File: src/rtl/assert_macros.svh
// assertion macros shared by the rtl of the 3-d hilbert/morton converter
// no dependencies; compiled out when SYNTHESIS is defined
`ifndef ASSERT_MACROS_SVH
`define ASSERT_MACROS_SVH
`ifndef SYNTHESIS
// same-cycle implication, disabled during reset
`define HM3C_ASSERT_IMPL(lbl, clk, rstn, ante, cons) \
  lbl: assert property (@(posedge clk) disable iff (!rstn) (ante) |-> (cons)) \
    else $error("same-cycle check failed");
// next-cycle implication, disabled during reset
`define HM3C_ASSERT_NEXT(lbl, clk, rstn, ante, cons) \
  lbl: assert property (@(posedge clk) disable iff (!rstn) (ante) |=> (cons)) \
    else $error("next-cycle check failed");
`else
`define HM3C_ASSERT_IMPL(lbl, clk, rstn, ante, cons)
`define HM3C_ASSERT_NEXT(lbl, clk, rstn, ante, cons)
`endif
`endif

File: src/rtl/hm3c_pkg.sv
// types, constants, orientation tables and digit functions of the converter
// no dependencies; used by the interfaces, the cell and the top level
package hm3c_pkg;

  localparam int CODE_W        = 30;
  localparam int LEVEL_W       = 4;
  localparam int DIGIT_W       = 3;
  localparam int MAX_LEVEL_DEF = 9;

  // direction register codes
  localparam logic DIR_M2H = 1'b0;
  localparam logic DIR_H2M = 1'b1;

  // transform entry: bit 0 select, bit 1 invert
  localparam logic [1:0] ENTRY_ZERO = 2'd0;
  localparam logic [1:0] ENTRY_PASS = 2'd1;

  typedef logic [1:0]         entry_t;
  typedef entry_t [2:0][2:0]  xform_t;   // [row][col]
  typedef logic [DIGIT_W-1:0] digit_t;
  typedef logic [0:2][1:0]    perm_t;    // source line for each new line
  typedef logic [0:2]         flip_t;    // invert toggle for each new line

  typedef struct packed {
    logic [CODE_W-1:0]  code;
    logic [LEVEL_W-1:0] lvl;
    xform_t             xform;
    logic [CODE_W-1:0]  acc;
  } stage_t;

  // orientation updates, indexed by digit
  localparam perm_t M2H_SRC [8] = '{
    '{2'd2, 2'd1, 2'd0}, '{2'd2, 2'd0, 2'd1}, '{2'd2, 2'd0, 2'd1}, '{2'd1, 2'd0, 2'd2},
    '{2'd1, 2'd0, 2'd2}, '{2'd2, 2'd0, 2'd1}, '{2'd2, 2'd0, 2'd1}, '{2'd2, 2'd1, 2'd0}
  };
  localparam flip_t M2H_FLIP [8] = '{
    3'b000, 3'b000, 3'b000, 3'b110, 3'b110, 3'b101, 3'b101, 3'b101
  };
  localparam perm_t H2M_SRC [8] = '{
    '{2'd2, 2'd1, 2'd0}, '{2'd2, 2'd0, 2'd1}, '{2'd1, 2'd0, 2'd2}, '{2'd2, 2'd0, 2'd1},
    '{2'd2, 2'd1, 2'd0}, '{2'd2, 2'd0, 2'd1}, '{2'd1, 2'd0, 2'd2}, '{2'd2, 2'd0, 2'd1}
  };
  localparam flip_t H2M_FLIP [8] = '{
    3'b000, 3'b000, 3'b110, 3'b000, 3'b101, 3'b101, 3'b110, 3'b101
  };

  function automatic xform_t ident_xform();
    xform_t t;
    for (int i = 0; i < 3; i++) begin
      for (int j = 0; j < 3; j++) begin
        t[i][j] = (i == j) ? ENTRY_PASS : ENTRY_ZERO;
      end
    end
    return t;
  endfunction

  // output bit i is the or of the row-i entries applied to the digit bits
  function automatic digit_t apply_xform(xform_t t, digit_t d);
    digit_t res;
    logic   b;
    for (int i = 0; i < 3; i++) begin
      b = 1'b0;
      for (int j = 0; j < 3; j++) begin
        b = b | ((d[j] & t[i][j][0]) ^ (t[i][j][1] & t[i][j][0]));
      end
      res[i] = b;
    end
    return res;
  endfunction

  function automatic digit_t inv_gray(digit_t v);
    return {v[2], v[2] ^ v[1], v[2] ^ v[1] ^ v[0]};
  endfunction

  function automatic digit_t gray(digit_t d);
    return d ^ (d >> 1);
  endfunction

  // rows permuted for morton to hilbert, columns for hilbert to morton
  function automatic xform_t update_xform(xform_t t, digit_t sel, logic rows);
    xform_t n;
    perm_t  src;
    flip_t  fl;
    src = rows ? M2H_SRC[sel] : H2M_SRC[sel];
    fl  = rows ? M2H_FLIP[sel] : H2M_FLIP[sel];
    for (int k = 0; k < 3; k++) begin
      for (int m = 0; m < 3; m++) begin
        if (rows) begin
          n[k][m] = t[src[k]][m] ^ {fl[k], 1'b0};
        end else begin
          n[m][k] = t[m][src[k]] ^ {fl[k], 1'b0};
        end
      end
    end
    return n;
  endfunction

endpackage

File: src/rtl/hm3c_in_if.sv
// input channel of the converter: valid/ready plus code and tree level
// depends on hm3c_pkg
interface hm3c_in_if import hm3c_pkg::*; ();
  logic               valid;
  logic               ready;
  logic [CODE_W-1:0]  code_in;
  logic [LEVEL_W-1:0] tree_level;

  modport source (output valid, output code_in, output tree_level, input ready);
  modport sink   (input valid, input code_in, input tree_level, output ready);
endinterface

File: src/rtl/hm3c_out_if.sv
// result channel of the converter: valid/ready plus converted code
// depends on hm3c_pkg
interface hm3c_out_if import hm3c_pkg::*; ();
  logic              valid;
  logic              ready;
  logic [CODE_W-1:0] code_out;

  modport source (output valid, output code_out, input ready);
  modport sink   (input valid, input code_out, output ready);
endinterface

File: src/rtl/hilbert_morton_3d_convert_core.sv
// top level of the 3-d octree code converter (morton <-> hilbert order)
// depends on hm3c_pkg, hm3c_in_if, hm3c_out_if, hm3c_cell, assert_macros.svh
`include "assert_macros.svh"

// the block takes one word per cycle while the chain is not held by a stalled
// out_word and returns each converted word at the end of the cell chain: one
// cell per octal digit, most significant digit in the first cell, each cell
// holding the orientation transform and the partial result of one word and
// handing them on to its neighbor. a stalled result stops only the cells
// that are full, so bubbles in the chain still fill while out_word waits.
// tree_level above MAX_LEVEL is treated as MAX_LEVEL, code bits above the
// converted digits are ignored and come out as zero. cfg_wdata (direction)
// is taken whenever cfg_we is high and is meant to change only while no
// word is in the chain: 0 converts morton to hilbert, 1 converts hilbert to
// morton; reset value 0.
module hilbert_morton_3d_convert_core import hm3c_pkg::*; #(
  parameter int MAX_LEVEL = MAX_LEVEL_DEF
) (
  input  logic        clk,
  input  logic        rst_n,
  input  logic        cfg_we,
  input  logic        cfg_wdata,
  hm3c_in_if.sink     in_word,
  hm3c_out_if.source  out_word
);

  localparam int NCELL = MAX_LEVEL + 1;

  logic               direction_r;
  logic [NCELL:0]     v;
  logic [NCELL:0]     rdy;
  stage_t             data [NCELL+1];
  logic [LEVEL_W-1:0] lvl_sat;
  logic [5:0]         used_bits;
  logic               upper_clear;

  // direction register
  always_ff @(posedge clk) begin
    if (!rst_n) begin
      direction_r <= DIR_M2H;
    end else if (cfg_we) begin
      direction_r <= cfg_wdata;
    end
  end

  // saturate the level and seed the chain with identity orientation
  always_comb begin
    lvl_sat = (in_word.tree_level > LEVEL_W'(MAX_LEVEL)) ? LEVEL_W'(MAX_LEVEL)
                                                        : in_word.tree_level;
    data[0].code  = in_word.code_in;
    data[0].lvl   = lvl_sat;
    data[0].xform = ident_xform();
    data[0].acc   = '0;
  end

  assign v[0]          = in_word.valid;
  assign in_word.ready = rdy[0];

  // cell c converts digit position MAX_LEVEL-c; cells above the level pass through
  for (genvar c = 0; c < NCELL; c++) begin : g_cell
    hm3c_cell #(
      .POS(MAX_LEVEL - c)
    ) u_cell (
      .clk      (clk),
      .rst_n    (rst_n),
      .direction(direction_r),
      .up_valid (v[c]),
      .up_ready (rdy[c]),
      .up_data  (data[c]),
      .dn_valid (v[c+1]),
      .dn_ready (rdy[c+1]),
      .dn_data  (data[c+1])
    );
  end

  // the last cell's register is the output register
  assign out_word.valid    = v[NCELL];
  assign rdy[NCELL]        = out_word.ready;
  assign out_word.code_out = data[NCELL].acc;

  // bits above the converted digits must be zero
  assign used_bits   = 6'({data[NCELL].lvl, 1'b0}) + 6'(data[NCELL].lvl) + 6'(DIGIT_W);
  assign upper_clear = ((out_word.code_out >> used_bits) == '0);

  // input back-pressure only when the whole chain is full and the output stalls
  `HM3C_ASSERT_IMPL(a_stall_from_out, clk, rst_n, !in_word.ready, out_word.valid && !out_word.ready)
  // the first cell keeps its word while it cannot move on
  `HM3C_ASSERT_NEXT(a_first_cell_holds, clk, rst_n, v[1] && !rdy[1], v[1])
  // converted word carries nothing above its digits
  `HM3C_ASSERT_IMPL(a_upper_bits_zero, clk, rst_n, out_word.valid, upper_clear)

endmodule

File: src/rtl/hm3c_cell.sv
// one cell of the converter chain: converts the digit at position POS
// depends on hm3c_pkg
module hm3c_cell import hm3c_pkg::*; #(
  parameter int POS = 0
) (
  input  logic   clk,
  input  logic   rst_n,
  input  logic   direction,
  input  logic   up_valid,
  output logic   up_ready,
  input  stage_t up_data,
  output logic   dn_valid,
  input  logic   dn_ready,
  output stage_t dn_data
);

  logic   v_r;
  stage_t data_r;
  stage_t data_nxt;
  logic   active;
  digit_t digit;
  digit_t res;
  digit_t sel;

  always_comb begin
    active = (up_data.lvl >= LEVEL_W'(POS));
    digit  = up_data.code[DIGIT_W*POS +: DIGIT_W];
    if (direction == DIR_M2H) begin
      res = inv_gray(apply_xform(up_data.xform, digit));
      sel = res;
    end else begin
      sel = gray(digit);
      res = apply_xform(up_data.xform, sel);
    end
    data_nxt = up_data;
    if (active) begin
      data_nxt.acc = {up_data.acc[CODE_W-DIGIT_W-1:0], res};
      // the last digit leaves the orientation alone
      if (POS > 0) begin
        data_nxt.xform = update_xform(up_data.xform, sel, direction == DIR_M2H);
      end
    end
  end

  assign up_ready = !v_r || dn_ready;
  assign dn_valid = v_r;
  assign dn_data  = data_r;

  always_ff @(posedge clk) begin
    if (!rst_n) begin
      v_r <= 1'b0;
    end else if (up_ready) begin
      v_r <= up_valid;
    end
  end

  always_ff @(posedge clk) begin
    if (up_ready && up_valid) begin
      data_r <= data_nxt;
    end
  end

endmodule
File: src/flat_wrapper.sv
// flat-port wrapper written by rule: the top's interface ports become plain ports
module hilbert_morton_3d_convert_core_flat import hm3c_pkg::*;
#(
  parameter int MAX_LEVEL = MAX_LEVEL_DEF
)
  (clk, rst_n, cfg_we, cfg_wdata, in_word_valid, in_word_code_in, in_word_tree_level, in_word_ready, out_word_valid, out_word_code_out, out_word_ready);
  hm3c_in_if in_word_i ();
  hm3c_out_if out_word_i ();
  input  logic clk;
  input  logic rst_n;
  input  logic cfg_we;
  input  logic cfg_wdata;
  input wire logic [$bits(in_word_i.valid)-1:0] in_word_valid;
  input wire logic [$bits(in_word_i.code_in)-1:0] in_word_code_in;
  input wire logic [$bits(in_word_i.tree_level)-1:0] in_word_tree_level;
  output wire logic [$bits(in_word_i.ready)-1:0] in_word_ready;
  output wire logic [$bits(out_word_i.valid)-1:0] out_word_valid;
  output wire logic [$bits(out_word_i.code_out)-1:0] out_word_code_out;
  input wire logic [$bits(out_word_i.ready)-1:0] out_word_ready;
  assign in_word_i.valid = in_word_valid;
  assign in_word_i.code_in = in_word_code_in;
  assign in_word_i.tree_level = in_word_tree_level;
  assign in_word_ready = in_word_i.ready;
  assign out_word_valid = out_word_i.valid;
  assign out_word_code_out = out_word_i.code_out;
  assign out_word_i.ready = out_word_ready;
  hilbert_morton_3d_convert_core #(.MAX_LEVEL(MAX_LEVEL)) u_core (.clk(clk), .rst_n(rst_n), .cfg_we(cfg_we), .cfg_wdata(cfg_wdata), .in_word(in_word_i), .out_word(out_word_i));
endmodule
File: config.mk
export PLATFORM = sky130hd
export DESIGN_NAME = hilbert_morton_3d_convert_core_flat
export DESIGN_NICKNAME = d
export VERILOG_FILES = /design/src/rtl/hm3c_pkg.sv /design/src/rtl/hm3c_in_if.sv /design/src/rtl/hm3c_out_if.sv /design/src/rtl/hilbert_morton_3d_convert_core.sv /design/src/rtl/hm3c_cell.sv /design/src/flat_wrapper.sv
export VERILOG_INCLUDE_DIRS = /design/src /design/src/rtl
export SDC_FILE = /design/constraint.sdc
export NUM_CORES = 1
export LEC_CHECK = 0
export BUFFER_PORTS_ARGS = -buffer_cell sky130_fd_sc_hd__buf_2
export CAP_MARGIN = 40
export CORE_AREA = 5 5 233 235
export DETAILED_ROUTE_END_ITERATION = 8
export DIE_AREA = 0 0 238 240
export PLACE_DENSITY_LB_ADDON = 0.3
export SETUP_SLACK_MARGIN = 0.2
export SYNTH_ARGS = -nofsm -noshare
export SYNTH_HDL_FRONTEND = slang
export SYNTH_SLANG_ARGS = --single-unit
File: constraint.sdc
create_clock -name clk -period 6.35 [get_ports clk]
set_clock_uncertainty 0.15 [all_clocks]
set_input_delay 0.9525 -clock clk [delete_from_list [all_inputs] [get_ports clk]]
set_output_delay 0.9525 -clock clk [all_outputs]
set_load 0.005 [all_outputs]
After elaboration in Yosys (flattened, before gate mapping)
Memory sizes are Yosys's and may differ from the RTL's.
Cells that the tools add are included.
- order comparisons: 47
- mux-type cells: 415
- bitwise operators: 714
- reduce and logical (&&, ||, !) cells: 30
- operator list (kind ; number):
    6-bit two-way mux ; 72
    48-bit two-way mux ; 8
    2-bit binary-select mux with 2-bit select ; 81
    6-bit binary-select mux with 2-bit select ; 27
    2-bit two-way mux ; 162
    2-bit bitwise XOR ; 162
    1-bit AND ; 243
    3-bit two-way mux ; 63
    1-bit bitwise XOR ; 182
    1-bit OR ; 108
    2-bit by 3-bit less-than comparator with 1-bit output (second input constant) ; 27
    4-bit greater-or-equal comparator (second input constant) ; 11
    3-bit NOT with 4-bit output ; 9
    30-bit two-way mux ; 1
    3-bit by 2-bit bitwise XOR with 3-bit output ; 10
    4-bit by 3-bit greater-or-equal comparator with 1-bit output (second input constant) ; 4
    1-bit logical AND ; 10
    1-bit zero test ; 10
    1-bit logical OR ; 10
    4-bit by 1-bit greater-or-equal comparator with 1-bit output (second input constant) ; 2
    4-bit by 2-bit greater-or-equal comparator with 1-bit output (second input constant) ; 2
    4-bit greater-than comparator (second input constant) ; 1
    4-bit two-way mux ; 1
- register bits after elaboration: 644
- bits in read-only memories: 1296
- input port bits: 40
- word-level logic and storage cells: 1363
- memories kept: 36
- memories (memory ; depth ; bits a word ; read ports ; clocked after memory_dff ; write ports ; RTL line ; source):
    (no name shown) ; 8 ; 6 ; 1 ; 0 ; 0 ; hm3c_pkg.sv:84 ; src = rows ? M2H_SRC[sel] : H2M_SRC[sel];
    (no name shown) ; 8 ; 6 ; 1 ; 0 ; 0 ; hm3c_pkg.sv:84 ;
    (no name shown) ; 8 ; 6 ; 1 ; 0 ; 0 ; hm3c_pkg.sv:84 ;
    (no name shown) ; 8 ; 6 ; 1 ; 0 ; 0 ; hm3c_pkg.sv:84 ;
    (no name shown) ; 8 ; 6 ; 1 ; 0 ; 0 ; hm3c_pkg.sv:84 ;
    (no name shown) ; 8 ; 6 ; 1 ; 0 ; 0 ; hm3c_pkg.sv:84 ;
    +30 memories ; -- ; -- ; -- ; -- ; -- ; -- ;

Longest topological paths before layout
- depth in word-level cells: 17
- depth in mapped cells: 20
- gate-level depth less buffers: 15

Cells and area by module
Synthesis repeated with hierarchy kept, for this count alone.
- cell total of the unflattened synthesis: 4096
- area, all modules: 44781.7 sq um
- by module, submodules not included (module ; instances ; cells each ; area each (sq um) ; seq. area each (sq um)):
    hm3c_cell (u_core.g_cell[5].u_cell) ; 1 ; 490 ; 4834.6 ; 2482.4
    hm3c_cell (u_core.g_cell[0].u_cell) ; 1 ; 458 ; 4804.6 ; 2482.4
    hm3c_cell (u_core.g_cell[6].u_cell) ; 1 ; 460 ; 4782.1 ; 2482.4
    hm3c_cell (u_core.g_cell[4].u_cell) ; 1 ; 465 ; 4737.0 ; 2482.4
    hm3c_cell (u_core.g_cell[1].u_cell) ; 1 ; 400 ; 4718.3 ; 2482.4
    hm3c_cell (u_core.g_cell[3].u_cell) ; 1 ; 424 ; 4539.4 ; 2482.4
    hm3c_cell (u_core.g_cell[7].u_cell) ; 1 ; 429 ; 4516.8 ; 2482.4
    hm3c_cell (u_core.g_cell[2].u_cell) ; 1 ; 427 ; 4495.6 ; 2482.4
    hm3c_cell (u_core.g_cell[8].u_cell) ; 1 ; 408 ; 4485.6 ; 2482.4
    hm3c_cell (u_core.g_cell[9].u_cell) ; 1 ; 125 ; 2796.4 ; 2482.4
    hilbert_morton_3d_convert_core ; 1 ; 10 ; 71.3 ; 20.0

Worst setup path before layout
No wires, ideal clock.
- kind: input-to-reg
- start point: input out_word_ready
- end point: register u_core.g_cell[2].u_cell.data_r, in the netlist u_core.g_cell[2].u_cell.dn_data[0], enable pin
- arrival: 5.207 ns
- required time: 5.659 ns
- setup slack: 0.452 ns
- stages: 5
- cells stage by stage: nor2b_1 nand3_1 nor2_1 and3_1 a21boi_0
- longest elaborated chain between the ends: 9
- RTL lines (element ; RTL line ; source):
    from (decl) ; flat_wrapper.sv:19 ; input wire logic [$bits(out_word_i.ready)-1:0] out_word_ready;
    1-bit logical OR (8 in a row) ; hm3c_cell.sv:45 ; assign up_ready = !v_r || dn_ready;
    1-bit logical AND ; hm3c_cell.sv:58 ; if (up_ready && up_valid) begin
    to (signal assigned) ; hm3c_cell.sv:59 ; data_r <= data_nxt;
    to (decl) ; hm3c_cell.sv:18 ; stage_t data_r;
Every way passes these cells.
A chain may end at the register's enable or synchronous reset.

==> metrics.csv <==
metric;value;unit
die_w;238;µm
ir_worst_vdd;0.2064;mV
cp-startpoint;u_core.g_cell[2].u_cell.dn_data[72];
wire_per_inst;21.84;µm
drt_iter0_drc;3269;
area_growth_syn_to_layout;6.603;%
crit_path_start_kind;flop;
synth_edf_count;494;
grt_max_degree;150;
drive_gt1_share;10.23;%
synth_area_per_cell;9.907;µm²
max_freq;195.6;MHz
ctsHoldBuffers;0;
seqPwrFrac;41.9;%
die_h;240;µm
grt-ovfl-total;0;
tightest_slew;0.9385;ns
use_met3;4.061;%
grt_pass1_wl;128.5;mm
ys.warnings.count;0;
final_nets;3116;
p_comb_share;26.1;%
place_hpwl;55.97;mm
crit_end;u_core.g_cell[3].u_cell.dn_data[35];
end_kind;flop;
cts_sinks;505;
clk_latency;0.62;ns
die_area;0.05712;mm²
busiest_layer;met2;
clk_path_buf_depth;3;
place.port_buffers;71;
finalSetupTns;0;ns
switching_share;31.26;%
antenna_cells;0;
final_cells;3757;
syn_inst;3158;
cts_tree;yes;
pin_count;72;
p_clk_share;32.0;%
r2r-start;u_core.g_cell[2].u_cell.dn_data[72];
path_clk_slew;0.06;ns
coreArea;0.05202;mm²
cts_resized;0;
cts-buffers-inserted;52;
gp_congestion;0.9800;
crit_arrival;5.32;ns
crit_fanout;16;
rr_endpoint;u_core.g_cell[3].u_cell.dn_data[35];
power.density;280.5;mW/mm²
rrSetupSlack;1.24;ns
place_ws;1.334;ns
syn_area;0.03129;mm²
fin_crit_sh;80.50;%
initial_utilization;60.14;%
use_met2;46.10;%
yosysSeqAreaShare;48.12;%
total_power;0.009357;W
ys_ff_latch;505;
wl;82.06;mm
maxCapViolations;0;
synthArstFlopShare;0;%
ant_nets;0;
leakage;12.23;nW
first_pass_iters;7;
rsz0062_at_grt;no;
post-route-min-period;5.112;ns
clockRootBuffer;clkbuf_16;
hold_viol_final;0;
h-tree-depth;2;
grt_pass1_vias;23320;
criticalPathCategory;reg2reg;
drc;0;
worst_r2r_path_depth;13;
slew_violations;0;
hold_path_class;reg2reg;
required;6.56;ns
ys_types;81;
gr-usage-all-layers;27.82;%
post_cts_buffers;0;
max-slew-margin-rel;36.95;%
setup_violations;0;
antenna_found_initial;1;
route.vias.total;24530;
rows;84;
fin_ws;1.238;ns
grtUsageMet1;37.31;%
via_per_inst;6.528;
power.internal;0.006432;W
synth_ff_type;edfxtp_1;
outcome;complete, no violations;
placed_cells;3659;
power.switching;0.002925;W
syn-num-nets;3249;
-- metrics by stage --
stage	area, µm²	hold WS (ns)	utilization [%]
2_1_floorplan	31290	0.2503	-
3_3_place_gp	31600	0.2505	60.73
3_5_place_dp	31670	0.2545	60.87
4_1_cts	33350	0.2649	64.11
5_1_grt	33350	0.2716	64.11
6_report	33350	0.2629	64.11
-- registers in the layout, summed over array words and instances, names as in the netlist --
signal	cells
u_core.g_cell.u_cell.dn_valid	10
u_core.g_cell.u_cell.dn_data	494
u_core.direction_r	1
-- cells in the final DEF (no fill, tap or decap), types with 52 or more instances in the layout --
| cell | synthesis | routed |
|---|---|---|
| edfxtp_1 | 494 | 494 |
| xor2_1 | 125 | 125 |
| a21oi_1 | 231 | 231 |
| inv_1 | 76 | 76 |
| nand2_1 | 532 | 532 |
| buf_4 | 35 | 53 |
| xnor2_1 | 118 | 118 |
| clkbuf_16 | 0 | 52 |
| o22ai_1 | 61 | 61 |
| mux2i_1 | 133 | 133 |
| o21ai_0 | 145 | 145 |
| buf_2 | 50 | 72 |
| nor2_1 | 194 | 194 |
-- metal layers --
metal / part of all wire (%) / wire [µm] / up-vias
li1: - / - / 11200
met1: 40 / 32820 / 11760
met2: 47 / 38920 / 1310
met3: 8.2 / 6689 / 254
met4: 4.4 / 3612 / 2
met5: 0.021 / 17 / -
-- cells in the mapped netlist, types with 11 or more instances --
| cell type | n | area (µm²) |
|---|---|---|
| nor3_1 | 39 | 195.2 |
| a211oi_1 | 36 | 270.3 |
| nand2b_1 | 18 | 112.6 |
| nand3b_1 | 14 | 105.1 |
| a21o_1 | 19 | 142.6 |
| buf_4 | 35 | 262.8 |
| nand3_1 | 35 | 175.2 |
| o21ai_0 | 145 | 725.7 |
| xnor2_1 | 118 | 1033 |
| clkbuf_1 | 205 | 769.5 |
| a222oi_1 | 31 | 310.3 |
| inv_1 | 76 | 285.3 |
| o22ai_1 | 61 | 381.6 |
| a21oi_1 | 231 | 1156 |
| edfxtp_1 | 494 | 14830 |
| xor2_1 | 125 | 1095 |
| mux2i_1 | 133 | 1331 |
| o31ai_1 | 17 | 127.6 |
| nor2b_1 | 39 | 244.0 |
| nand2_1 | 532 | 1997 |
| a31oi_1 | 37 | 231.5 |
| mux2_2 | 47 | 529.3 |
| and3_1 | 11 | 68.82 |
| a22oi_1 | 32 | 240.2 |
| o2bb2ai_1 | 11 | 96.34 |
| dfxtp_1 | 11 | 220.2 |
| buf_2 | 50 | 250.2 |
| buf_1 | 23 | 86.33 |
| nor2_1 | 194 | 728.2 |
| a311oi_1 | 23 | 201.4 |
| a221oi_1 | 24 | 210.2 |
| o211ai_1 | 21 | 157.7 |
| mux4_2 | 15 | 337.8 |
| and2_1 | 39 | 244.0 |
| ha_1 | 51 | 638.1 |
-- power by group through the flow --
| stage | registers [W] | logic (W) | clock network [W] |
|---|---|---|---|
| detailed placement | 0.00398 | 0.00238 | 0 |
| finish | 0.00392 | 0.00244 | 0.00299 |
| floorplan | 0.00388 | 0.00192 | 0 |
| CTS | 0.00391 | 0.00239 | 0.00306 |
| global route | 0.00393 | 0.00266 | 0.00321 |
| global placement | 0.00398 | 0.00231 | 0 |
-- area by class of cell --
class / instances / area [µm²]
clock buffer: 64 / 1366
clock inverter: 34 / 320.3
fill: 4100 / 18670
inverter: 79 / 297.8
multi-input combinational: 2260 / 14660
sequential: 505 / 15060
tap: 688 / 860.8
timing repair buffer: 127 / 789.5
-- how the worst min path moves through the flow --
stage / start / to / slack [ns] / cells after the start
detailed placement: u_core.g_cell[0].u_cell.dn_data[56] / u_core.g_cell[1].u_cell.dn_data[56] / 0.25 / 0
CTS: u_core.g_cell[2].u_cell.dn_data[48] / u_core.g_cell[3].u_cell.dn_data[48] / 0.26 / 0
global placement: u_core.g_cell[8].u_cell.dn_data[16] / u_core.g_cell[9].u_cell.dn_data[19] / 0.25 / 0
global route: u_core.g_cell[4].u_cell.dn_data[61] / u_core.g_cell[5].u_cell.dn_data[61] / 0.27 / 0
finish: u_core.g_cell[2].u_cell.dn_data[48] / u_core.g_cell[3].u_cell.dn_data[48] / 0.26 / 0
floorplan: u_core.g_cell[0].u_cell.dn_data[48] / u_core.g_cell[1].u_cell.dn_data[48] / 0.25 / 0
-- critical path, stage by stage, from the launching register on --
cell and delay, ns:
edfxtp_1 0.58, xor2_1 0.26, a222oi_1 0.38, buf_4 0.27, xor2_1 0.24, xnor2_1 0.13, o21ai_0 0.49, ha_1 0.49
mux2i_1 0.33, a21oi_2 0.69, nand2_1 0.25, o22ai_1 0.30, a32oi_1 0.13, and2_1 0.16
-- logic make-up (layout without fill, tap and decap cells) --
group | count (synthesis) | in the layout | share of synthesized area [%]
muxes | 201 | 201 | 7.291
and+or+nand+nor | 948 | 948 | 12.95
buffers and inverters | 393 | 304 | 5.339
xor gates and xnor gates | 243 | 243 | 6.803
AOI/OAI and AO/OA | 817 | 817 | 17.46
adders and majority gates | 51 | 51 | 2.040
DFF | 505 | 505 | 48.12
(Power assumes the default switching activity.)
